## config.mk

```make
export PLATFORM = sky130hd
export DESIGN_NAME = plla_ram
export DESIGN_NICKNAME = d
export VERILOG_FILES = /design/src/hdl/plla_ram.sv
export SDC_FILE = /design/constraint.sdc
export NUM_CORES = 1
export LEC_CHECK = 0
export ABC_AREA = 1
export BUFFER_PORTS_ARGS = -buffer_cell sky130_fd_sc_hd__buf_2
export CORE_MARGIN = 1.5
export CORE_UTILIZATION = 55
export CTS_CLUSTER_DIAMETER = 150
export CTS_CLUSTER_SIZE = 28
export DETAILED_ROUTE_END_ITERATION = 10
export PLACE_DENSITY = 0.88
export SKIP_CTS_REPAIR_TIMING = 1
export SLEW_MARGIN = 20
export SYNTH_ARGS = -nofsm -noshare
export SYNTH_HDL_FRONTEND = slang
export SYNTH_SLANG_ARGS = --single-unit
```

## constraint.sdc

```tcl
create_clock -name clk -period 10.9 [get_ports clk]
set_clock_uncertainty 0.05 [all_clocks]
set_input_delay 1.635 -clock clk [delete_from_list [all_inputs] [get_ports clk]]
set_output_delay 1.635 -clock clk [all_outputs]
set_load 0.005 [all_outputs]
```

## src/hdl/plla_ram.sv

```systemverilog
// plla_ram: generic single-write, single-read ram with registered read data
module plla_ram #(
	parameter int WIDTH = 64,
	parameter int DEPTH = 2
) (
	input  logic                                     clk,
	input  logic                                     we,
	input  logic [((DEPTH > 1) ? $clog2(DEPTH) : 1)-1:0] waddr,
	input  logic [WIDTH-1:0]                         wdata,
	input  logic [((DEPTH > 1) ? $clog2(DEPTH) : 1)-1:0] raddr,
	output logic [WIDTH-1:0]                         rdata
);
	logic [WIDTH-1:0] mem [0:DEPTH-1];

	always_ff @(posedge clk) begin
		if (we)
			mem[waddr] <= wdata;
		rdata <= mem[raddr];
	end
endmodule

```

==> flow_metrics.py <==
metrics = {
    "placed_design": {
        "dp_hpwl_um": 5920,
        "place_inst": 659,
        "port_buffers": 131,
        "dpl-instance-area_um2": 6720,
        "gp_congestion": 0.669,
    },
    "pwr": {
        "pwr_density_cell_nw_per_um2": 203,
        "p_leak_nw": 3.10,
        "ir_drop_mv": 0.154,
        "power.total_mw": 1.47,
    },
    "sta": {
        "rsz0062_at_grt": "false",
        "hold_slack_ps": 380,
        "final.setup.tns_ps": 0,
        "worstMarginPinSlew_ps": 913,
        "final_hold_viol_count": 0,
        "min_period_ps": 3180,
        "max_freq_ghz": 0.314,
        "finalCritPeriodShare_pct": 29.2,
        "drv_slew": 0,
        "setup_violations": 0,
        "slew_headroom_pct": 39.0,
    },
    "setup_path": {
        "crit_path_start_kind": "input pin",
        "crit_required_ps": 11260,
        "arrival_ps": 3540,
        "reg2reg_slack_ps": 10170,
        "critPathKind": "in2reg",
        "cp-endpoint": "rdata[29]",
        "startpoint": "raddr",
        "rr_worst_depth": 2,
        "timing.rr.start": "mem[0][40]",
        "crit_path_end_kind": "flip-flop",
        "rr_endpoint": "rdata[40]",
        "critPathMaxFanout": 65,
    },
    "die": {
        "die_area_um2": 11500,
        "die_w_um": 107,
        "core_um2": 10500,
        "initial_core_util_pct": 57.2,
        "io_pins": 132,
        "num_rows": 37,
        "die_y_um": 107,
    },
    "yosys": {
        "synth_cell_types": 9,
        "netlist_instances": 402,
        "syn_area_per_cell_um2": 14.9,
        "yosys_warnings": 0,
        "synth-seq-cells": 192,
        "netlist_area_um2": 5980,
        "yosysSeqAreaShare_pct": 85.6,
        "syn_nets": 470,
    },
    "drt": {
        "first_iter_violations": 216,
        "wl_per_cell_um": 14.1,
        "wl_um": 9730,
        "ant_nets": 0,
        "dr.pass1.iters": 4,
        "vias_per_cell": 4.74,
        "post-route-drc-count": 0,
        "routed-via-count": 3270,
    },
    "flow_run": {
        "max_cap_viol_count": 0,
    },
    "clocking": {
        "cts_inserted_buffers": 17,
        "cts_tree": "done",
        "insertion_delay_ps": 520,
        "htreeDepth": 4,
        "cts-root-buf": "clkbuf_8",
        "clock_tree.buffer_depth": 2,
        "clkSinkCount": 192,
        "clk_pin_slew_ps": 70,
    },
    "global_routing": {
        "grt_pass1_wl_um": 15000,
        "grt_max_degree": 66,
        "antenna_found_initial": 0,
        "grt_pass1_vias": 3124,
        "gr-usage-all-layers_pct": 18.1,
        "grt.overflow.total": 0,
    },
    "finish": {
        "diodes": 0,
        "syn_to_final_growth_pct": 21.0,
        "final_area_um2": 7240,
        "final_cells": 690,
        "final_nets": 610,
        "drive_above_1_share_pct": 29.4,
    },
    "run_status": {
        "status": "completed",
    },
    "min_path": {
        "hold_path.class": "reg2reg",
    },
}
-- metrics by stage --
stage / utilization [%] / setup slack, ps
after CTS: 69.2 / 8030
after floorplan: - / 6000
final: 69.2 / 7720
after detailed placement: 64.2 / 7480
after global routing: 69.2 / 7440
after global placement: 64.2 / 7550
-- flip-flops by register name (all words and copies together) (netlist names) --
name and flops:
mem 128, rdata 64
-- how the worst min path moves through the flow --
stage,start,endpoint,slack (ps),cells after the start
after floorplan,mem[0][0],rdata[0],360,2
after global placement,mem[0][50],rdata[50],360,2
after detailed placement,mem[0][12],rdata[12],370,2
after CTS,mem[0][61],rdata[61],380,2
after global routing,mem[0][18],rdata[18],400,2
final,mem[0][61],rdata[61],380,2
-- power by group --
group | internal (mW) | switching, mW
sequential | 0.834 | 0.0142
combinational | 0.0323 | 0.0455
clock | 0.300 | 0.243
total | 1.17 | 0.302
-- per-layer routing --
layer	routed length, µm	vias up	share of wire (%)	global-route usage (%)
met5	0	-	0	0
met4	138	0	1.4	7.24
met3	581	17	6.0	6.11
met2	4870	102	50	29.0
met1	4150	1535	43	22.7
li1	-	1616	-	-
-- final cells by class --
type                       instances  area (µm²)
clock buffer                      21         429
clock inverter                    10        91.3
timing repair buffer             134         678
sequential                       192        5120
fill                             737        3220
tap                              136         170
inverter                           3        12.5
multi-input combinational        194         736
-- logic make-up after synthesis --
| logic type | after synthesis | share of synthesized area (%) |
|---|---|---|
| buffers and inverters | 16 | 2.20 |
| flip-flops | 192 | 85.6 |
| AND/OR/NAND/NOR | 194 | 12.2 |
-- synthesized netlist by cell type, drive strengths merged --
cell / n / area, µm²
clkbuf: 6 / 82.6
edfxtp: 128 / 3840
nor2: 1 / 3.75
dfxtp: 64 / 1280
buf: 7 / 37.5
nand2: 193 / 724
inv: 3 / 11.3
-- critical path, cell delays in order --
cell and delay [ps]:
buf_2 80, buf_4 520, clkinv_2 920, nand2_1 280, nand2_1 80
-- layout by cell type (no fill, tap or decap) --
cell type | Yosys | layout
bufinv_16 | 0 | 1
clkbuf_16 | 0 | 16
clkbuf_1 | 0 | 4
inv_1 | 2 | 1
clkinvlp_4 | 0 | 7
buf_4 | 1 | 3
clkinv_2 | 0 | 2
inv_2 | 1 | 1
nand2_1 | 193 | 193
edfxtp_1 | 128 | 128
clkbuf_8 | 6 | 1
clkinv_1 | 0 | 1
nor2_4 | 0 | 1
buf_2 | 6 | 131
dfxtp_1 | 64 | 64
Note: power is estimated with default switching activity, not from simulation.
