`src/hdl/plla_pkg.sv`:
```
// plla_pkg: shared types, constants and functions of the poisson log-likelihood accumulator
package plla_pkg;

	localparam int FRAC_BITS  = 16;
	localparam int COUNT_BITS = 16;
	localparam int ACC_W      = 64;
	localparam int LN_W       = 40;
	localparam int PROD_W     = COUNT_BITS + 1 + LN_W;
	localparam int DIV_W      = 33;
	localparam int RND_SH     = 32 - FRAC_BITS;
	localparam int FB_W       = 5;
	localparam int LNF_TOP    = 16;

	localparam logic [31:0] LN2_Q32 = 32'hB172_17F8;
	localparam logic [DIV_W-1:0] ONE_Q32 = DIV_W'(64'h1_0000_0000);
	localparam logic signed [ACC_W-1:0] ACC_MAX = {1'b0, {(ACC_W-1){1'b1}}};
	localparam logic signed [ACC_W-1:0] ACC_MIN = {1'b1, {(ACC_W-1){1'b0}}};

	typedef struct packed {
		logic [31:0]           theory;
		logic [15:0]           observed;
		logic                  last;
	} bin_t;

	typedef struct packed {
		logic signed [63:0]    neg2_log_likelihood;
		logic signed [63:0]    const_term;
		logic                  bad_theory;
		logic                  saturated;
	} res_t;

	typedef struct packed {
		logic                  sat;
		logic signed [ACC_W-1:0] sum;
	} sat_res_t;

	// elaboration-time natural log in q32, same steps as the log unit
	function automatic longint ln_q32_f(input longint unsigned x, input int fb);
		int p;
		int i;
		longint unsigned m;
		longint unsigned frac;
		longint unsigned mag;
		longint unsigned prod;
		longint a;
		p = 31;
		frac = 0;
		while (p > 0 && ((x >> p) & 64'd1) == 64'd0)
			p = p - 1;
		m = x << (31 - p);
		for (i = 0; i < 32; i++) begin
			m = (m * m) >> 31;
			frac = frac << 1;
			if (m >= 64'h1_0000_0000) begin
				m = m >> 1;
				frac = frac | 64'd1;
			end
		end
		a = longint'(p - fb) * 64'sh1_0000_0000 + longint'(frac);
		mag = (a < 0) ? longint'(-a) : a;
		prod = (mag >> 32) * 64'(LN2_Q32) + (((mag & 64'hFFFF_FFFF) * 64'(LN2_Q32)) >> 32);
		return (a < 0) ? -longint'(prod) : longint'(prod);
	endfunction

	function automatic longint lnf_f(input int n);
		longint s;
		int k;
		s = 0;
		for (k = 2; k <= n; k++)
			s = s + ln_q32_f(longint'(k), 0);
		return s;
	endfunction

	localparam longint LNF_TAB [0:LNF_TOP] = '{
		lnf_f(0), lnf_f(1), lnf_f(2), lnf_f(3), lnf_f(4), lnf_f(5), lnf_f(6),
		lnf_f(7), lnf_f(8), lnf_f(9), lnf_f(10), lnf_f(11), lnf_f(12),
		lnf_f(13), lnf_f(14), lnf_f(15), lnf_f(16)
	};

	localparam longint LN16 = ln_q32_f(64'd16, 0);
	localparam longint ST16 = LN16 * 16 - 16 * 64'sh1_0000_0000 + LN16 / 2
		+ 64'sh1_0000_0000 / 192 - (64'sh1_0000_0000 / 5760) / 256;
	localparam logic signed [ACC_W-1:0] LNF_OFS = LNF_TAB[LNF_TOP] - ST16;

	// q32 to FRAC_BITS fraction bits, half up
	function automatic logic signed [ACC_W-1:0] rnd_q32(input logic signed [ACC_W-1:0] v);
		logic signed [ACC_W-1:0] t;
		t = v + ACC_W'(64'd1 << (RND_SH - 1));
		return t >>> RND_SH;
	endfunction

	function automatic sat_res_t sat_add(input logic signed [ACC_W-1:0] a,
			input logic signed [ACC_W-1:0] b);
		sat_res_t r;
		logic signed [ACC_W-1:0] s;
		s = a + b;
		r.sat = (a[ACC_W-1] == b[ACC_W-1]) && (s[ACC_W-1] != a[ACC_W-1]);
		r.sum = r.sat ? (b[ACC_W-1] ? ACC_MIN : ACC_MAX) : s;
		return r;
	endfunction

endpackage

```
`src/hdl/plla_div.sv`:
```
// plla_div: restoring divider, one quotient bit per cycle
module plla_div (
	input  logic                           clk,
	input  logic                           arst_n,
	input  logic                           start,
	input  logic [plla_pkg::DIV_W-1:0]     num,
	input  logic [plla_pkg::DIV_W-1:0]     den,
	output logic                           done,
	output logic [plla_pkg::DIV_W-1:0]     quot
);
	import plla_pkg::*;

	logic               busy_q;
	logic               done_q;
	logic [5:0]         cnt_q;
	logic [DIV_W-1:0]   num_q;
	logic [DIV_W-1:0]   den_q;
	logic [DIV_W:0]     rem_q;
	logic [DIV_W-1:0]   quot_q;

	logic [DIV_W:0]     rsh_c;
	logic               ge_c;

	assign rsh_c = {rem_q[DIV_W-1:0], num_q[DIV_W-1]};
	assign ge_c  = rsh_c >= {1'b0, den_q};

	always_ff @(posedge clk or negedge arst_n) begin
		if (!arst_n) begin
			busy_q <= 1'b0;
			done_q <= 1'b0;
		end else begin
			done_q <= 1'b0;
			if (start) begin
				busy_q <= 1'b1;
			end else if (busy_q && cnt_q == 6'(DIV_W - 1)) begin
				busy_q <= 1'b0;
				done_q <= 1'b1;
			end
		end
	end

	always_ff @(posedge clk) begin
		if (start) begin
			num_q  <= num;
			den_q  <= den;
			rem_q  <= '0;
			quot_q <= '0;
			cnt_q  <= '0;
		end else if (busy_q) begin
			num_q  <= {num_q[DIV_W-2:0], 1'b0};
			rem_q  <= ge_c ? rsh_c - {1'b0, den_q} : rsh_c;
			quot_q <= {quot_q[DIV_W-2:0], ge_c};
			cnt_q  <= cnt_q + 6'd1;
		end
	end

	assign done = done_q;
	assign quot = quot_q;
endmodule

```
`config.mk`:
```
export PLATFORM = sky130hd
export DESIGN_NAME = plla_div
export DESIGN_NICKNAME = d
export VERILOG_FILES = /design/src/hdl/plla_pkg.sv /design/src/hdl/plla_div.sv
export SDC_FILE = /design/constraint.sdc
export NUM_CORES = 1
export LEC_CHECK = 0
export ABC_AREA = 0
export ABC_CLOCK_PERIOD_IN_PS = 4000
export BUFFER_PORTS_ARGS = -buffer_cell sky130_fd_sc_hd__buf_2
export CAP_MARGIN = 20
export CELL_PAD_IN_SITES_DETAIL_PLACEMENT = 0
export CELL_PAD_IN_SITES_GLOBAL_PLACEMENT = 1
export CORE_MARGIN = 8
export CORE_UTILIZATION = 45
export CTS_CLUSTER_SIZE = 28
export DETAILED_ROUTE_END_ITERATION = 8
export PLACE_DENSITY = 0.78
export SYNTH_ARGS = -nofsm -noshare
export SYNTH_HDL_FRONTEND = slang
export SYNTH_SLANG_ARGS = --single-unit
```
`constraint.sdc`:
```
create_clock -name clk -period 4 [get_ports clk]
set_input_delay 1 -clock clk [delete_from_list [all_inputs] [get_ports clk]]
set_output_delay 1 -clock clk [all_outputs]
set_load 0.02 [all_outputs]
```
==> summary.md <==
| Metric | Value |
|---|---|
| Status | `completed` |
| Post CTS Setup Buffer Count | `0` |
| Post-cts gate resize count | `0` |
| CP Launch Type | `flop` |
| DIE WIDTH | `approximately 140 µm` |
| CTS tree | `built` |
| Max-cap violations | `0` |
| Antenna Nets Post-Route | `0` |
| Vias | `~5200` |
| Initial antenna violation count | `0` |
| Fmax | `286 MHz` |
| Drt drc | `0` |
| Worst path bufs/invs | `3` |
| WL/cell | `14.8 µm` |
| Share of layout cells above drive strength 1 | `around a quarter` |
| H-tree depth | `4` |
| Die footprint | `between 20000 and 25000 µm²` |
| Max Buffers Root-to-Sink | `2` |
| Final setup viols | `0` |
| Lkg Pwr | `between 3 and 4 nW` |
| Core ar. | `roughly 16000 µm²` |
| Internal power | `~3.3 mW` |
| Post-synth top cells | `nor2_1, dfxtp_1, edfxtp_1` |
| VDD IR-drop max | `between 400 and 500 µV` |
| Worst reg2reg path depth | `13` |
| Sum of negative setup slack | `0 ns` |
| Flop pwr share | `between 30% and 40%` |
| Sw frac | `between 30% and 40%` |
| CTS clk-pin slew, worst paths | `~0.06 ns` |
| CP startpoint | `num_q[32]` |
| Post-Syn Instances | `slightly below 700` |
| Final WS setup | `0.501 ns` |
| CP peak stage delay | `around 0.80 ns` |
| P per Cell Area | `around 600 nW/µm²` |
| Placed instance count | `slightly below 1000` |
| Worst hold path type | `in2async` |
| Final worst path period need | `3.50 ns` |
| CP arrival | `approximately 3.8 ns` |
| Fin crit share | `between 80% and 90%` |
| WHS | `0.357 ns` |
| Switching power | `about 1.7 mW` |
| Async SR Flop Fraction | `1.43%` |
| Final HPWL from detailed placement | `approximately 11000 µm` |
| Reg2reg start | `num_q[32]` |
| Vias per inst | `slightly above 5` |
| Family with the most delay on the worst path | `compound AO/OA/AOI/OAI gates` |
| CTS buffer count | `17` |
| Slew @ Worst Pin | `between 1 and 1.5 ns` |
| Top-Level Pins | `between 100 and 150` |
| Dominant synthesized flop cell | `dfxtp_1` |
| Largest net degree at the start of global routing | `86` |
| Kind of critical path | `reg2reg` |
| Setup Slack @ Placement | `approximately 0.48 ns` |
| Drt pass-1 iters | `5` |
| Final Max Tran Viols | `0` |
| Clock sink total | `140` |
| Synthesis-stage register bit count | `between 100 and 150` |
| Core Rows | `between 40 and 50` |
| CP Depth | `13` |
| Critical Path Fanout Max | `32` |
| Die Y-Extent | `approximately 140 µm` |
| Final Hold Vio Count | `0` |
| Worst slew margin | `32.8%` |
| Yosys cell types | `64` |
| IO buf count | `just over 100` |
| Global-route wire length before repair | `24900 µm` |
| Crit path cell chain | `inv_1, ha_1, inv_1, fa_1, a21o_1, a31oi_1, o21ai_0, a22o_2, nor3_2, o21ai_4, buf_4, mux2i_1, a211oi_1` |
| CTS Root Cell | `clkbuf_16` |
| Vias in the first global route | `roughly 5400` |
| CP Capture Type | `flop` |
| Comb power frac | `between 30% and 40%` |
| EDFF count, synth | `66` |
| Placed Area | `approximately 8000 µm²` |
| Area leader, netlist | `edfxtp_1` |
| Count leader, synth | `nor2_1` |
| Synthesis Warnings | `0` |
| DRT iter0 DRCs | `between 300 and 400` |
| GRT Total Usage | `about 15%` |
| Sequential fraction of the synthesis area | `between 40% and 50%` |
| CP most frequent cell | `inv_1` |
| Non-filler cells, final | `just over 1000` |
| Clock power share | `about 29%` |
| Hold-fix buffers, CTS | `0` |
| Mean post-synth cell area | `between 10 and 15 µm²` |
| RSZ-0062 raised after global routing | `no` |
| Routability cong. | `0.839` |
| Net Count, Synth | `about 790` |
| Mapped Area | `roughly 7300 µm²` |
| Synth area leaders | `edfxtp_1, dfxtp_1, mux2i_1` |
| Initial core utilization | `between 40% and 50%` |
| Critical path's slowest cell | `o21ai_4` |
| Req. time, crit path | `4.25 ns` |
| WL final | `between 10000 and 15000 µm` |
| Nets | `885` |
| Clk_lat worst skew | `between 0.4 and 0.5 ns` |
| Global route overflow | `0` |
| Area grow syn2layout | `16.7%` |
| Finished Cell Area | `between 8000 and 9000 µm²` |
| Setup Skew | `approximately 0.014 ns` |
| Yosys top cell area share | `a little over a quarter` |
==> layout by cell type (no fill, tap or decap), drive strengths merged, types with 3 or more instances in the layout <==
cell type	n
a21oi	36
nand2	30
edfxtp	66
a21o	15
dfxtp	72
a211oi	29
ha	35
nand2b	3
and3	5
clkinv	3
nand3b	5
mux2	34
mux2i	55
o21bai	6
nand4	8
or2	4
buf	110
nor2	85
nor2b	3
a311oi	3
o21ai	24
nand3	9
nor3	7
a31oi	8
clkbuf	21
or3	3
inv	55
xor2	14
xnor2	17
==> power by group through the flow <==
stage                     Sequential (mW)  Combinational, mW  Clock [mW]
after CTS                            1.84               1.73        1.49
after floorplan                      1.84               1.44           0
final                                1.84               1.72        1.45
after detailed placement             1.87               1.72           0
after global placement               1.86               1.70           0
after global routing                 1.87               1.92        1.54
==> final cells by class <==
type	instances	area [µm²]
Fill cell	1424	7320
Clock inverter	11	80.1
Tap cell	216	270
Multi-Input combinational cell	464	3460
Timing Repair Buffer	110	573
Antenna cell	1	2.50
Inverter	47	176
Clock buffer	21	462
Sequential cell	140	3480
==> path summary, 6_finish.rpt <==
path                            end  slack [ns]
max                        rem_q[4]        0.50
min                            done        0.36
max reg2reg                rem_q[4]        0.50
min reg2reg                    done        0.49
max in group asynchronous    busy_q        3.53
min in group clk               done        0.49
==> kinds of logic after synthesis <==
logic type	Yosys count	synth area share, %
flops	140	47.7
compound gates	139	13.7
buf+inv	82	4.88
xor+xnor	31	3.73
fa+ha+maj	36	6.29
mux	89	12.9
simple gates	169	10.9
==> routing by layer <==
layer / wire length [µm] / GRT usage (%) / vias up
met5: 0 / 0 / -
met4: 129 / 5.04 / 0
met3: 1000 / 5.74 / 8
met2: 7030 / 24.5 / 87
met1: 6750 / 17.6 / 2468
li1: - / - / 2641
==> stage by stage <==
step	utilization, %	power, mW
after floorplan	-	3.28
after global placement	50.3	3.56
after detailed placement	50.3	3.59
after CTS	53.7	5.06
after global routing	53.7	5.33
final	53.7	5.01
==> flip-flops by register name, indices dropped and copies added, names as in the netlist <==
name,cells
den_q,33
rem_q,33
cnt_q,6
busy_q,1
done,1
quot,33
num_q,33
==> worst reg2reg max path, delay by kind of cell, from the launching register on <==
kind	cells	cell delay, ns
flip-flops	1	0.35
AND/OR/NAND/NOR	1	0.07
adder cells (fa/ha/maj)	2	0.41
multiplexers	1	0.24
AO/OA/AOI/OAI	6	1.74
buffers and inverters	3	0.52
Power figures use the tool's default switching activity.
