**config.mk**
```make
export PLATFORM = sky130hd
export DESIGN_NAME = plla_ln
export DESIGN_NICKNAME = d
export VERILOG_FILES = /design/src/hdl/plla_pkg.sv /design/src/hdl/plla_ln.sv
export SDC_FILE = /design/constraint.sdc
export NUM_CORES = 2
export LEC_CHECK = 0
export BUFFER_PORTS_ARGS = -buffer_cell sky130_fd_sc_hd__buf_2
export CAP_MARGIN = 20
export CORE_AREA = 2 2 386 388
export DETAILED_ROUTE_END_ITERATION = 12
export DIE_AREA = 0 0 388 390
export MAX_ROUTING_LAYER = met4
export RECOVER_POWER = 25
export SYNTH_ARGS = -nofsm -noshare
export SYNTH_HDL_FRONTEND = slang
export SYNTH_SLANG_ARGS = --single-unit
```
**constraint.sdc**
```tcl
create_clock -name clk -period 13.6 [get_ports clk]
set_input_delay 0 -clock clk [delete_from_list [all_inputs] [get_ports clk]]
set_output_delay 0 -clock clk [all_outputs]
set_load 0.01 [all_outputs]
```
**src/hdl/plla_pkg.sv**
```systemverilog
// plla_pkg: shared types, constants and functions of the poisson log-likelihood accumulator
package plla_pkg;

	localparam int FRAC_BITS  = 16;
	localparam int COUNT_BITS = 16;
	localparam int ACC_W      = 64;
	localparam int LN_W       = 40;
	localparam int PROD_W     = COUNT_BITS + 1 + LN_W;
	localparam int DIV_W      = 33;
	localparam int RND_SH     = 32 - FRAC_BITS;
	localparam int FB_W       = 5;
	localparam int LNF_TOP    = 16;

	localparam logic [31:0] LN2_Q32 = 32'hB172_17F8;
	localparam logic [DIV_W-1:0] ONE_Q32 = DIV_W'(64'h1_0000_0000);
	localparam logic signed [ACC_W-1:0] ACC_MAX = {1'b0, {(ACC_W-1){1'b1}}};
	localparam logic signed [ACC_W-1:0] ACC_MIN = {1'b1, {(ACC_W-1){1'b0}}};

	typedef struct packed {
		logic [31:0]           theory;
		logic [15:0]           observed;
		logic                  last;
	} bin_t;

	typedef struct packed {
		logic signed [63:0]    neg2_log_likelihood;
		logic signed [63:0]    const_term;
		logic                  bad_theory;
		logic                  saturated;
	} res_t;

	typedef struct packed {
		logic                  sat;
		logic signed [ACC_W-1:0] sum;
	} sat_res_t;

	// elaboration-time natural log in q32, same steps as the log unit
	function automatic longint ln_q32_f(input longint unsigned x, input int fb);
		int p;
		int i;
		longint unsigned m;
		longint unsigned frac;
		longint unsigned mag;
		longint unsigned prod;
		longint a;
		p = 31;
		frac = 0;
		while (p > 0 && ((x >> p) & 64'd1) == 64'd0)
			p = p - 1;
		m = x << (31 - p);
		for (i = 0; i < 32; i++) begin
			m = (m * m) >> 31;
			frac = frac << 1;
			if (m >= 64'h1_0000_0000) begin
				m = m >> 1;
				frac = frac | 64'd1;
			end
		end
		a = longint'(p - fb) * 64'sh1_0000_0000 + longint'(frac);
		mag = (a < 0) ? longint'(-a) : a;
		prod = (mag >> 32) * 64'(LN2_Q32) + (((mag & 64'hFFFF_FFFF) * 64'(LN2_Q32)) >> 32);
		return (a < 0) ? -longint'(prod) : longint'(prod);
	endfunction

	function automatic longint lnf_f(input int n);
		longint s;
		int k;
		s = 0;
		for (k = 2; k <= n; k++)
			s = s + ln_q32_f(longint'(k), 0);
		return s;
	endfunction

	localparam longint LNF_TAB [0:LNF_TOP] = '{
		lnf_f(0), lnf_f(1), lnf_f(2), lnf_f(3), lnf_f(4), lnf_f(5), lnf_f(6),
		lnf_f(7), lnf_f(8), lnf_f(9), lnf_f(10), lnf_f(11), lnf_f(12),
		lnf_f(13), lnf_f(14), lnf_f(15), lnf_f(16)
	};

	localparam longint LN16 = ln_q32_f(64'd16, 0);
	localparam longint ST16 = LN16 * 16 - 16 * 64'sh1_0000_0000 + LN16 / 2
		+ 64'sh1_0000_0000 / 192 - (64'sh1_0000_0000 / 5760) / 256;
	localparam logic signed [ACC_W-1:0] LNF_OFS = LNF_TAB[LNF_TOP] - ST16;

	// q32 to FRAC_BITS fraction bits, half up
	function automatic logic signed [ACC_W-1:0] rnd_q32(input logic signed [ACC_W-1:0] v);
		logic signed [ACC_W-1:0] t;
		t = v + ACC_W'(64'd1 << (RND_SH - 1));
		return t >>> RND_SH;
	endfunction

	function automatic sat_res_t sat_add(input logic signed [ACC_W-1:0] a,
			input logic signed [ACC_W-1:0] b);
		sat_res_t r;
		logic signed [ACC_W-1:0] s;
		s = a + b;
		r.sat = (a[ACC_W-1] == b[ACC_W-1]) && (s[ACC_W-1] != a[ACC_W-1]);
		r.sum = r.sat ? (b[ACC_W-1] ? ACC_MIN : ACC_MAX) : s;
		return r;
	endfunction

endpackage

```
**src/hdl/plla_ln.sv**
```systemverilog
// plla_ln: iterative natural logarithm unit, one squaring step per cycle
module plla_ln (
	input  logic                                  clk,
	input  logic                                  arst_n,
	input  logic                                  start,
	input  logic [31:0]                           x,
	input  logic [plla_pkg::FB_W-1:0]             fb,
	output logic                                  done,
	output logic signed [plla_pkg::LN_W-1:0]      result
);
	import plla_pkg::*;

	typedef enum logic [4:0] {
		L_IDLE = 5'b00001,
		L_NORM = 5'b00010,
		L_SQR  = 5'b00100,
		L_FIN1 = 5'b01000,
		L_FIN2 = 5'b10000
	} ln_state_t;

	ln_state_t          state_q;
	logic [31:0]        x_q;
	logic [FB_W-1:0]    fb_q;
	logic [4:0]         p_q;
	logic [32:0]        m_q;
	logic [31:0]        frac_q;
	logic [4:0]         cnt_q;
	logic               neg_q;
	logic [38:0]        mag_q;
	logic               done_q;
	logic signed [LN_W-1:0] result_q;

	logic [4:0]         p_c;
	logic [63:0]        sq_c;
	logic [32:0]        mn_c;
	logic signed [38:0] a_c;
	logic signed [6:0]  ip_c;
	logic [LN_W-1:0]    prod_c;

	always_comb begin
		p_c = '0;
		for (int i = 1; i < 32; i++)
			if (x_q[i])
				p_c = 5'(i);
		sq_c = 64'(m_q[31:0]) * 64'(m_q[31:0]);
		mn_c = sq_c[63:31];
		ip_c = $signed({2'b00, p_q}) - $signed(7'(fb_q));
		a_c = {ip_c, frac_q};
		prod_c = LN_W'(64'(mag_q[38:32]) * 64'(LN2_Q32))
			+ LN_W'((64'(mag_q[31:0]) * 64'(LN2_Q32)) >> 32);
	end

	always_ff @(posedge clk or negedge arst_n) begin
		if (!arst_n) begin
			state_q <= L_IDLE;
			done_q  <= 1'b0;
		end else begin
			done_q <= 1'b0;
			case (state_q)
				L_IDLE: begin
					if (start)
						state_q <= L_NORM;
				end
				L_NORM: state_q <= L_SQR;
				L_SQR: begin
					if (cnt_q == 5'd31)
						state_q <= L_FIN1;
				end
				L_FIN1: state_q <= L_FIN2;
				L_FIN2: begin
					done_q  <= 1'b1;
					state_q <= L_IDLE;
				end
				default: state_q <= L_IDLE;
			endcase
		end
	end

	always_ff @(posedge clk) begin
		case (state_q)
			L_IDLE: begin
				if (start) begin
					x_q  <= x;
					fb_q <= fb;
				end
			end
			L_NORM: begin
				p_q    <= p_c;
				m_q    <= {1'b0, x_q << (5'd31 - p_c)};
				frac_q <= '0;
				cnt_q  <= '0;
			end
			L_SQR: begin
				m_q    <= mn_c[32] ? {1'b0, mn_c[32:1]} : mn_c;
				frac_q <= {frac_q[30:0], mn_c[32]};
				cnt_q  <= cnt_q + 5'd1;
			end
			L_FIN1: begin
				neg_q <= a_c[38];
				mag_q <= a_c[38] ? 39'(-a_c) : 39'(a_c);
			end
			L_FIN2: begin
				result_q <= neg_q ? -$signed(prod_c) : $signed(prod_c);
			end
			default: ;
		endcase
	end

	assign done   = done_q;
	assign result = result_q;
endmodule

```
==> results.tsv <==
stage	metric	value	unit
timing	slew-limit-headroom	-37.65	%
timing	fmax	0.08172	GHz
timing	setup_viol	0	
layout	syn2layout_area_growth	6.219	%
place	dpl_cell_area	61210	um2
detailed_routing	viasPerCell	5.063	
die	start_util	39.79	%
grt	overflow	0	
die	core_region_area	147100	um2
status	status	finished, violations left	
die	rows	141	
worst_setup_path	timing.critical_path.to_type	flop	
timing	tns	0	ns
run	maxCapViolations	2	
yosys	synth.largest_area_cell	fa_1	
grt	antenna_found_initial	0	
detailed_routing	wirelength	151600	um
clock_tree	cts_tree	built	
detailed_routing	dr.pass1.iters	5	
worst_setup_path	crit_top_cell	fa_1	
yosys	netlist_area	58550	um2
layout	fin_nets	8031	
timing	fin_crit_sh	89.98	%
detailed_routing	wire_per_inst	18.95	um
clock_tree	h-tree-depth	4	
layout	n_fill_cell	14443	
clock_tree	clk_latency	0.50	ns
yosys	synth_area_leaders	fa_1 41%, ha_1 16%, inv_1 11%, edfxtp_1 9.8%, and2_1 2.5%	
clock_tree	cts_buffers	17	
detailed_routing	drc	0	
layout	final_area	62190	um2
place	io_buffers	80	
timing	timing.hold.ws	0.1985	ns
clock_tree	cts_hold_buf	40	
yosys	synth_nets	7993	
timing	rsz0062_at_grt	no	
yosys	ys_warn_count	0	
status	violations	max-capacitance violations, max-slew violations	
worst_setup_path	arrival	12.48	ns
detailed_routing	vias	40496	
clock_tree	clock-sinks	197	
worst_setup_path	max_stage_delay	0.66	ns
yosys	synthCells	6017	
clock_tree	clkTransAtPathRegs	0.10	ns
yosys	synth_top_area_share	41.20	%
worst_setup_path	cp-start-kind	flop	
die	dieArea	151300	um2
yosys	ys_seq_elements	197	
place	globalplace.congestion	0.9573	
clock_tree	cts_setup_buffers	0	
grt	grt_pass1_vias	44000	
layout	diodes	0	
yosys	synth_area_per_cell	9.731	um2
worst_setup_path	critPathKind	flop to flop	
detailed_routing	final_antenna_net_count	0	
timing	skew	0.02698	ns
place	dpl.hpwl	125400	um
yosys	seq_area_frac_synth	10.05	%
layout	drive_gt1_share	2.835	%
grt	grt_pass1_wl	244500	um
timing	min_period	12.24	ns
clock_tree	cts_root_buf	clkbuf_16	
clock_tree	cts_buffer_depth	2	
clock_tree	ctsResizeCount	0	
timing	tightest_slew	2.065	ns
timing	hold_viol_final	0	
worst_setup_path	cp.required	13.84	ns
hold_path	hold_class	input pin to flop	
grt	grt_max_degree	67	
yosys	synth_flop_cell	edfxtp_1	
die	fp.dieH	390	um
die	ios	81	
grt	grt_usage	21.20	%
yosys	synth_cell_types	88	
yosys	synth_edf_count	191	
yosys	synth-async-reset-ratio	3.046	%
die	die_w	388	um
worst_setup_path	cp_slowest_cell	a2111oi_0	
timing	drv_slew	77	
detailed_routing	first_iter_violations	2290	
worst_setup_path	crit_fanout	7	
-- metrics by stage --
stage / utilization [%] / instances / worst slack [ns]
after floorplan: - / 6017 / 2.769
after global placement: 41.60 / 7926 / 1.538
final: 42.27 / 7998 / 1.363
after global routing: 42.27 / 7998 / 0.6360
after CTS: 42.31 / 7998 / 1.398
after detailed placement: 41.60 / 7926 / 1.392
-- cell families after synthesis --
kind of cell               Yosys count  share of synthesized area (%)
AOI/OAI and AO/OA                  677                          7.648
and+or+nand+nor                   1115                          9.366
buffers and inverters             1799                          11.53
muxes                               83                          1.442
xor gates and xnor gates           209                          3.126
other                                1                       0.006405
DFF                                197                          10.05
adders and majority gates         1936                          56.82
-- state kept, by name, summed over array words and instances (netlist names), 5 cells and up --
| signal | cells |
|---|---|
| mag_q | 39 |
| result | 40 |
| state_q | 5 |
| m_q | 32 |
| frac_q | 32 |
| fb_q | 5 |
| x_q | 32 |
| p_q | 5 |
| cnt_q | 5 |
-- layout by cell type (no fill, tap or decap), types with 31 or more instances in the layout --
cell type	synthesis	final
inv_1	1639	1639
fa_1	1205	1205
ha_1	731	731
nand2_1	376	376
and2_1	233	233
nor2_1	203	203
edfxtp_1	191	191
a21oi_1	166	166
xnor2_1	149	148
o21ai_0	136	135
a21o_1	99	99
mux2i_1	72	72
xor2_1	60	60
nor3_1	56	54
clkbuf_1	142	50
buf_4	0	47
nand3_1	45	45
nand2b_1	43	43
dlygate4sd3_1	0	40
nand4_1	32	32
buf_2	0	32
o31ai_1	31	31
-- final timing paths --
check / start / depth (start not counted) / to / slack (ns)
min in group asynchronous: arst_n / 2 / state_q[0]$_DFFE_PN1P_ / 0.30
max in group asynchronous: arst_n / 3 / state_q[3]$_DFFE_PN0P_ / 12.35
worst min-delay path: x[14] / 2 / x_q[14]$_DFFE_PP_ / 0.20
worst min register to register: frac_q[0]$_SDFFCE_PN0P_ / 0 / mag_q[0]$_DFFE_PP_ / 0.53
worst max-delay path: mag_q[21]$_DFFE_PP_ / 39 / result[37]$_DFFE_PP_ / 1.36
worst max register to register: mag_q[21]$_DFFE_PP_ / 39 / result[37]$_DFFE_PP_ / 1.36
-- Yosys cell counts (11+ instances only) --
cell	count
a211o_1	14
a211oi_1	28
a21o_1	99
a21oi_1	166
a31oi_1	19
and2_1	233
and3_1	20
clkbuf_1	142
edfxtp_1	191
fa_1	1205
ha_1	731
inv_1	1639
mux2_2	11
mux2i_1	72
nand2_1	376
nand2b_1	43
nand3_1	45
nand4_1	32
nor2_1	203
nor2b_1	28
nor3_1	56
nor4_1	14
o211ai_1	16
o21a_1	27
o21ai_0	136
o21bai_1	22
o31ai_1	31
or2_2	15
or3_1	17
xnor2_1	149
xor2_1	60
-- critical path, delay by kind of cell, from the launching register on --
| family | cells | cell delay [ns] |
|---|---|---|
| XOR/XNOR | 2 | 0.19 |
| adder cells (fa/ha/maj) | 10 | 4.69 |
| buffers and inverters | 6 | 0.56 |
| AND/OR/NAND/NOR | 7 | 1.83 |
| AO/OA/AOI/OAI | 14 | 4.10 |
| flip-flops | 1 | 0.60 |
-- routing by layer --
metal | vias up | GRT usage [%] | routed length [um]
met5 | - | - | 0
met4 | 0 | 4.117 | 2892
met3 | 165 | 2.020 | 7244
met2 | 989 | 35.23 | 73580
met1 | 20643 | 28.42 | 67890
li1 | 18699 | - | -
-- final cells by class --
class,count,area (um2),share of cell area (%)
clock buffers,17,425.4,0.6840
well taps,1930,2415,3.883
flip-flops and latches,197,5887,9.466
clock inverters,15,220.2,0.3541
repair buffers,169,1101,1.770
multi-input cells,4021,45950,73.89
inverters,1649,6190,9.953
Power is left out: the tool's default activity adds up to more than one toggle a clock period on the data nets, which glitch-free logic cannot reach.
